### config.mk
export PLATFORM = sky130hd
export DESIGN_NAME = hufd_ram
export DESIGN_NICKNAME = d
export VERILOG_FILES = /design/src/rtl/hufd_ram.sv
export SDC_FILE = /design/constraint.sdc
export NUM_CORES = 1
export LEC_CHECK = 0
export ABC_AREA = 1
export ABC_CLOCK_PERIOD_IN_PS = 3750
export BUFFER_PORTS_ARGS = -buffer_cell sky130_fd_sc_hd__buf_2
export CAP_MARGIN = 5
export CORE_MARGIN = 2
export CORE_UTILIZATION = 30
export CTS_CLUSTER_SIZE = 40
export DETAILED_ROUTE_END_ITERATION = 16
export PLACE_DENSITY = 0.54
export SLEW_MARGIN = 20
export SYNTH_ARGS = -nofsm -noshare
export SYNTH_HDL_FRONTEND = slang
export SYNTH_SLANG_ARGS = --single-unit
### constraint.sdc
create_clock -name clk -period 3.75 [get_ports clk]
set_clock_uncertainty 0.2 [all_clocks]
set_input_delay 0.75 -clock clk [delete_from_list [all_inputs] [get_ports clk]]
set_output_delay 0.75 -clock clk [all_outputs]
set_load 0.01 [all_outputs]
### src/rtl/hufd_ram.sv
// Generic single write port RAM with registered read.
module hufd_ram
  #(
    parameter int WIDTH = 8,
    parameter int DEPTH = 16
  )
  (
    input  logic                     clk,
    input  logic                     we,
    input  logic [$clog2(DEPTH)-1:0] waddr,
    input  logic [WIDTH-1:0]         wdata,
    input  logic                     re,
    input  logic [$clog2(DEPTH)-1:0] raddr,
    output logic [WIDTH-1:0]         rdata
  );

  logic [WIDTH-1:0] mem [DEPTH];

  // Write port
  always_ff @(posedge clk) begin
    if (we) begin
      mem[waddr] <= wdata;
    end
  end

  // Registered read, held while re is low
  always_ff @(posedge clk) begin
    if (re) begin
      rdata <= mem[raddr];
    end
  end

endmodule

==> metrics.csv <==
stage;metric;value;unit
outcome;status;complete, no violations;
route;wire_per_inst;16.1;um
route;post-route-drc-count;0;
cells_and_area;area_growth;14.3;%
timing;maxSlewHeadroom;0.397;
route;drtIter0Drc;484;
logic_synthesis;syn_inst;551;
die;dieHeight;144;um
worst_setup_path;worstPathCellList;buf_2 -> inv_2 -> buf_4 -> nand2_1 -> nand2_1 -> nand2_1 -> nand3_1 -> nand3_1 -> nand2_1;
worst_setup_path;cp.arrival;2150;ps
timing;period_needed;2190;ps
route;num_vias;3776;
timing;slew_viol_final;0;
cts;ctsHoldBuffers;0;
logic_synthesis;yosysSeqAreaShare;0.698;
logic_synthesis;yosysWarnings;0;
worst_setup_path;endpoint_kind;register;
timing;finalHoldViolations;0;
global_route;antenna_found_initial;0;
logic_synthesis;synth_cell_types;11;
route;wl_met1;6250;um
pwr;vdd_ir_drop_max;329;uV
global_route;grt_first_pass_wirelength;21400;um
logic_synthesis;synth_simple_gate_area_frac;0.208;
die;die_width;144;um
cells_and_area;diodes;0;
logic_synthesis;syn-num-nets;570;
logic_synthesis;synth.avg_cell_area;10.6;um^2
job;max_cap_violations;0;
worst_setup_path;r2r_slack;2320;ps
place;dpl.hpwl;8900;um
worst_setup_path;critPathLaunchType;input pin;
timing;rsz0062_at_grt;no;
route;route.met2.wl;6230;um
die;die_area;20600;um^2
route;top_layer_used;met4;
global_route;grt_usage;0.144;
worst_setup_path;worstPathMaxFanout;34;
cts;cts_tree;done;
route;firstDrtPassIters;5;
global_route;grt_max_degree;37;
cells_and_area;utilization;0.347;
logic_synthesis;synth_area;5850;um^2
logic_synthesis;synth-compound-area-share;0;
pwr;powerDensity;506;nW/um^2
cts;clk_latency;420;ps
route;wl;13700;um
route;ant_nets;0;
place;port_buffers;26;
worst_setup_path;cpMostUsedCell;nand2_1;
logic_synthesis;synth_xor_area_frac;0;
cells_and_area;drive_above_1_share;0.0901;
cts;cts_resized;0;
cts;cts_root_buf;clkbuf_16;
logic_synthesis;synth_seq_cells;136;
timing;max_freq;456;MHz
logic_synthesis;synth_top_family_by_area;simple AND/OR/NAND/NOR gates;
worst_setup_path;slowest_stage;buf_2;
worst_setup_path;critPathMaxStageDelay;520;ps
route;via_per_inst;4.43;
pwr;p_leak;2.80;nW
logic_synthesis;synth.area.mux_share;0;
cts;cts_inserted_buffers;17;
timing;tightest_slew;901;ps
worst_setup_path;cp_data_required_time;3710;ps
die;start_util;0.303;
worst_hold_path;hold_class;input pin to register;
global_route;overflow;0;
die;ios;27;
route;wl_met3;964;um
cts;numClockSinks;136;
global_route;grt_pass1_vias;3718;
cells_and_area;fin_nets;596;
place;place_congestion;0.845;
timing;post-route-period-util;0.585;
cts;h-tree-depth;4;
timing;fin_setup_tns;0;ps
timing;setup_viol;0;
worst_setup_path;crit_type;input pin to register;
cts;cts_setup_buffers;0;
die;row_count;51;
cts;clk_pin_slew;50;ps
logic_synthesis;synth_fa_ha_area_frac;0;
die;core;19300;um^2
cts;clockBufferDepth;2;
## registers in the layout (all words and copies together) (netlist names)
signal	cells
rdata	8
mem	128
## stage by stage
| step | instance area, um^2 | cells | hold WS [ps] | total power, mW | worst slack (ps) |
|---|---|---|---|---|---|
| 3_5_place_dp | 6180 | 823 | 531 | 1.96 | 1130 |
| 5_1_grt | 6680 | 853 | 488 | 3.50 | 1360 |
| 4_1_cts | 6680 | 853 | 492 | 3.41 | 1570 |
| 2_1_floorplan | 5850 | 551 | 483 | 1.88 | 1850 |
| 3_3_place_gp | 6180 | 823 | 509 | 1.96 | 1140 |
| 6_report | 6680 | 853 | 503 | 3.38 | 1560 |
## logic make-up (layout without fill, tap and decap cells)
kind of cell,Yosys count,in the layout
AND/OR/NAND/NOR,289,289
buffers and inverters,126,163
flip-flops,136,136
## path summary, 6_finish.rpt
kind	start	endpoint	cells past startpoint
hold reg to reg	mem[2][0]$_DFFE_PP_	rdata[0]$_DFFE_PP_	6
setup / recovery	raddr[0]	rdata[1]$_DFFE_PP_	9
hold / removal	re	rdata[4]$_DFFE_PP_	1
setup reg to reg	mem[7][1]$_DFFE_PP_	rdata[1]$_DFFE_PP_	6
## worst max-delay path: cells and delay by family
family        cells  cell delay, ps
simple gates      6             550
buf+inv           3             840
## power breakdown
| part | leakage, nW | switching (mW) | internal, mW | total [mW] |
|---|---|---|---|---|
| combinational | 1.32 | 0.149 | 0.0540 | 0.203 |
| sequential | 1.24 | 0.0113 | 1.71 | 1.73 |
| clock | 0.245 | 0.563 | 0.890 | 1.45 |
| total | 2.80 | 0.723 | 2.66 | 3.38 |
## per-layer routing
layer	vias up	global-route usage
met1	1801	0.201
met3	15	0.0420
met5	-	0
met2	129	0.212
li1	1831	-
met4	0	0.0531
## cell usage in the layout, fill, tap and decap left out, drive strengths merged
cell type | Yosys | layout
clkbuf | 0 | 23
nand3 | 97 | 97
nand2 | 173 | 173
buf | 24 | 31
edfxtp | 136 | 136
nor2 | 17 | 17
nand3b | 2 | 2
bufinv | 0 | 1
clkinv | 0 | 6
inv | 102 | 102
## cell usage after synthesis
cell	number	share of area
nand2_1	173	0.11
edfxtp_1	136	0.70
inv_1	100	0.064
nand3_1	97	0.083
nor2_1	17	0.011
buf_2	13	0.011
buf_6	6	0.012
buf_4	4	0.0051
inv_2	2	0.0013
nand3b_1	2	0.0026
buf_1	1	0.00064
## layout make-up
cell class	instances	area, um^2
clock inverter	7	55.1
timing repair buffer	31	168
tap	265	332
sequential	136	4080
fill	1954	12600
inverter	102	383
multi-input combinational	289	1210
clock buffer	23	448
No activity file was read; power rests on OpenSTA's default activity.
