==> src/rtl/hufd_pkg.sv <==
// Shared types and constants for the Huffman tree bit decoder.
package hufd_pkg;

  // Default number of entries in the node table
  localparam int DEF_NODE_COUNT = 512;

  // Compressed byte width and bit counter width (holds 0..DATA_BITS)
  localparam int DATA_BITS = 8;
  localparam int TOP_BIT   = DATA_BITS - 1;
  localparam int BIT_CNT_W = $clog2(DATA_BITS + 1);

  // Field widths fixed by the stream format
  localparam int IDX_W   = 9;
  localparam int SYM_W   = 8;
  localparam int COUNT_W = 32;

  // Beat packing
  localparam int S_TDATA_W = 48;
  localparam int S_TUSER_W = 2;

  // Command codes carried on s_tuser
  localparam logic [S_TUSER_W-1:0] CMD_LOAD    = 2'd0;
  localparam logic [S_TUSER_W-1:0] CMD_DECODE  = 2'd1;
  localparam logic [S_TUSER_W-1:0] CMD_RESTART = 2'd2;

  // One node table entry
  typedef struct packed {
    logic [IDX_W-1:0] left_child;
    logic             left_valid;
    logic [IDX_W-1:0] right_child;
    logic             right_valid;
    logic [SYM_W-1:0] leaf_symbol;
  } entry_t;

  localparam int ENTRY_W = $bits(entry_t);

  // Result handed to the output stage
  typedef struct packed {
    logic             valid;
    logic [SYM_W-1:0] symbol;
    logic             status;
    logic             last;
  } push_t;

  // Decoder sequencer states
  typedef enum logic [1:0] {
    ST_IDLE,
    ST_FETCH,
    ST_WALK,
    ST_FLUSH
  } state_t;

  // A node with neither child is a leaf
  function automatic logic is_leaf(input entry_t e);
    is_leaf = !e.left_valid && !e.right_valid;
  endfunction

endpackage

==> src/rtl/hufd_out.sv <==
// Output register stage for decoded symbol beats.
module hufd_out
  import hufd_pkg::*;
  (
    input  logic             clk,
    input  logic             rst,
    input  push_t            push,
    output logic             free,
    output logic             m_tvalid,
    input  logic             m_tready,
    output logic [SYM_W-1:0] m_tdata,  // symbol
    output logic             m_tuser,  // status
    output logic             m_tlast
  );

  // Slot can take a new beat when empty or being drained this cycle
  assign free = !m_tvalid || m_tready;

  // Valid flag
  always_ff @(posedge clk) begin
    if (rst) begin
      m_tvalid <= 1'b0;
    end else if (push.valid && free) begin
      m_tvalid <= 1'b1;
    end else if (m_tready) begin
      m_tvalid <= 1'b0;
    end
  end

  // Payload
  always_ff @(posedge clk) begin
    if (push.valid && free) begin
      m_tdata <= push.symbol;
      m_tuser <= push.status;
      m_tlast <= push.last;
    end
  end

endmodule

==> config.mk <==
export PLATFORM = sky130hd
export DESIGN_NAME = hufd_out
export DESIGN_NICKNAME = d
export VERILOG_FILES = /design/src/rtl/hufd_pkg.sv /design/src/rtl/hufd_out.sv
export SDC_FILE = /design/constraint.sdc
export NUM_CORES = 1
export LEC_CHECK = 0
export BUFFER_PORTS_ARGS = -buffer_cell sky130_fd_sc_hd__buf_2
export CORE_AREA = 4 4 41 43
export CTS_CLUSTER_DIAMETER = 50
export CTS_CLUSTER_SIZE = 10
export DETAILED_ROUTE_END_ITERATION = 12
export DIE_AREA = 0 0 45 47
export GPL_TIMING_DRIVEN = 0
export PLACE_DENSITY = 0.59
export SLEW_MARGIN = 15
export SYNTH_ARGS = -nofsm -noshare
export SYNTH_HDL_FRONTEND = slang
export SYNTH_SLANG_ARGS = --single-unit
==> constraint.sdc <==
create_clock -name clk -period 1.2 [get_ports clk]
set_input_delay 0.18 -clock clk [delete_from_list [all_inputs] [get_ports clk]]
set_output_delay 0.18 -clock clk [all_outputs]
set_load 0.02 [all_outputs]
==> out/results.ini <==
[status]
status = complete, no violations

[final_layout]
multi_input_area_um2 = 31.28
drive_gt1_frac = 0.7045
fin_nets = 59
final_cell_mix = buf_2, edfxtp_1, clkbuf_4
diodes = 0
syn2layout_area_growth_pct = 47.89
layout_commonest_cell = buf_2
regArea_um2 = 320.3
fillers = 142

[placement]
place.port_buffers = 25
pre_cts_slack_ps = 275.6
place.gp.congestion = 0.5504
dp_hpwl_um = 556.8

[worst_setup_path]
timing_worst_setup_path_type = reg2out
critPathLaunch = m_tvalid
startpoint_type = flop
critPathMaxStageDelay_ps = 370
crit_buf_inv = 1
setup.worst_path.end_class = output pin
r2r-start = m_tvalid
path_delay_family = flip-flops
crit_chain = nand2b_4 > buf_2
required_ps = 1020
cp_max_fo = 3
worst_path_max_delay_cell = dfxtp_1
worstPathArrival_ps = 850

[yosys]
synth-warning-count = 0
synth_area_um2 = 355.3
seq_area_frac_synth = 0.9014
synth-seq-cells = 11
syn-num-nets = 29
netlist_instances = 15
syn-mean-instance-area_um2 = 23.69
synth_cell_types = 6

[detailed_routing]
via_per_inst = 3.864
drt_iter0_drc = 1
firstDrtPassIters = 2
routedWlPerCell_um = 11.00
drc = 0
drt-total-wl_um = 649
antenna_left = 0
vias = 228

[floorplanning]
initial_core_util = 0.2731
die_width_um = 45
io_pins = 26
die_area_mm2 = 0.002115
num_rows = 13
die-height_um = 47
core_area_mm2 = 0.001301

[cts]
insertion_delay_ps = 260
root_buffer = clkbuf_4
tritoncts = yes
clkTransAtPathRegs_ps = 60
cts_buffers = 3
clock_sinks = 11
ctsLongestPathBuffers = 2
hold_buffers = 0
cts.repair.resized = 0
cts_setup_buffers = 0
h-tree-depth = 1

[hold_path]
hp-start = rst
hp-class = in2reg

[global_route]
grt_max_degree = 11
grt_usage = 0.07229
grt_pass1_vias = 251
antenna_found_initial = 0
grt_pass1_wl_mm = 1.014
overflow = 0

[sta]
tns_ps = 0
drv_slew = 0
worst_pin_slew_ps = 135.2
setup_slack_ps = 166.3
clock_skew_ps = 0.5352
finalHoldViolCount = 0
rsz0062_at_grt = no
fin_crit_ps = 1034
finalSetupViolCount = 0
max_slew_margin = 0.9099
finalCritPeriodShare = 0.8614
fmax_mhz = 967.4

[job]
drv_cap = 0

[power]
cellLeakagePower_nw = 0.2370
ir_worst_vdd_uv = 465.5
p_per_area_mw_per_mm2 = 1478

## area by class of cell
| cell class | instances | share of cell area |
|---|---|---|
| clock buffer | 4 | 0.05000 |
| inverter | 1 | 0.007143 |
| multi-input combinational | 3 | 0.05952 |
| sequential | 11 | 0.6095 |
| tap | 15 | 0.03571 |
| timing repair buffer | 25 | 0.2381 |
## registers in the layout, indices dropped and copies added (netlist names)
| signal | flops |
|---|---|
| m_tdata | 8 |
| m_tlast | 1 |
| m_tuser | 1 |
| m_tvalid | 1 |
## Yosys cell counts
| cell | instances | area [um^2] |
|---|---|---|
| a21oi_2 | 1 | 8.760 |
| and2_4 | 1 | 8.760 |
| dfxtp_1 | 1 | 20.02 |
| edfxtp_1 | 10 | 300.3 |
| inv_1 | 1 | 3.750 |
| nand2b_4 | 1 | 13.76 |
## logic make-up (layout without fill, tap and decap cells)
kind of cell    after synthesis  in the layout  share of synthesized area
compound gates                1              1                    0.02465
buf+inv                       1             30                    0.01055
flops                        11             11                     0.9014
simple gates                  2              2                    0.06338
## where the power goes
part | leakage, nW | internal (W) | switching (W)
Combinational | 0.117 | 0.0000366 | 0.0000534
Clock | 0.0150 | 0.000128 | 0.000109
Sequential | 0.105 | 0.000444 | 0.00000564
Total | 0.237 | 0.000609 | 0.000168
## stage by stage
stage               power [W]  cells  cell area, um^2  utilization  hold WS (ps)
floorplan           0.0005059     15            355.3            -         242.4
global placement    0.0005481     55            499.2       0.3837         340.3
detailed placement  0.0005503     55            499.2       0.3837         347.7
CTS                 0.0007877     59            525.5       0.4038         71.78
global route        0.0008128     59            525.5       0.4038         75.20
finish              0.0007768     59            525.5       0.4038         76.53
## layer usage
layer,up-vias,routed length (um),global-route usage,share of wire
li1,114,-,-,-
met1,101,213,0.06683,0.33
met2,11,371,0.1215,0.57
met3,2,61,0.02682,0.094
met4,0,4,0.07018,0.0062
met5,-,0,0,0
## final timing paths
kind,to,slack (ps),cells past startpoint
setup / recovery,free,170,2
hold / removal,m_tvalid,80,2
setup reg to reg,m_tdata[4],280,2
hold reg to reg,m_tvalid,500,2
Note: power is estimated with default switching activity, not from simulation.
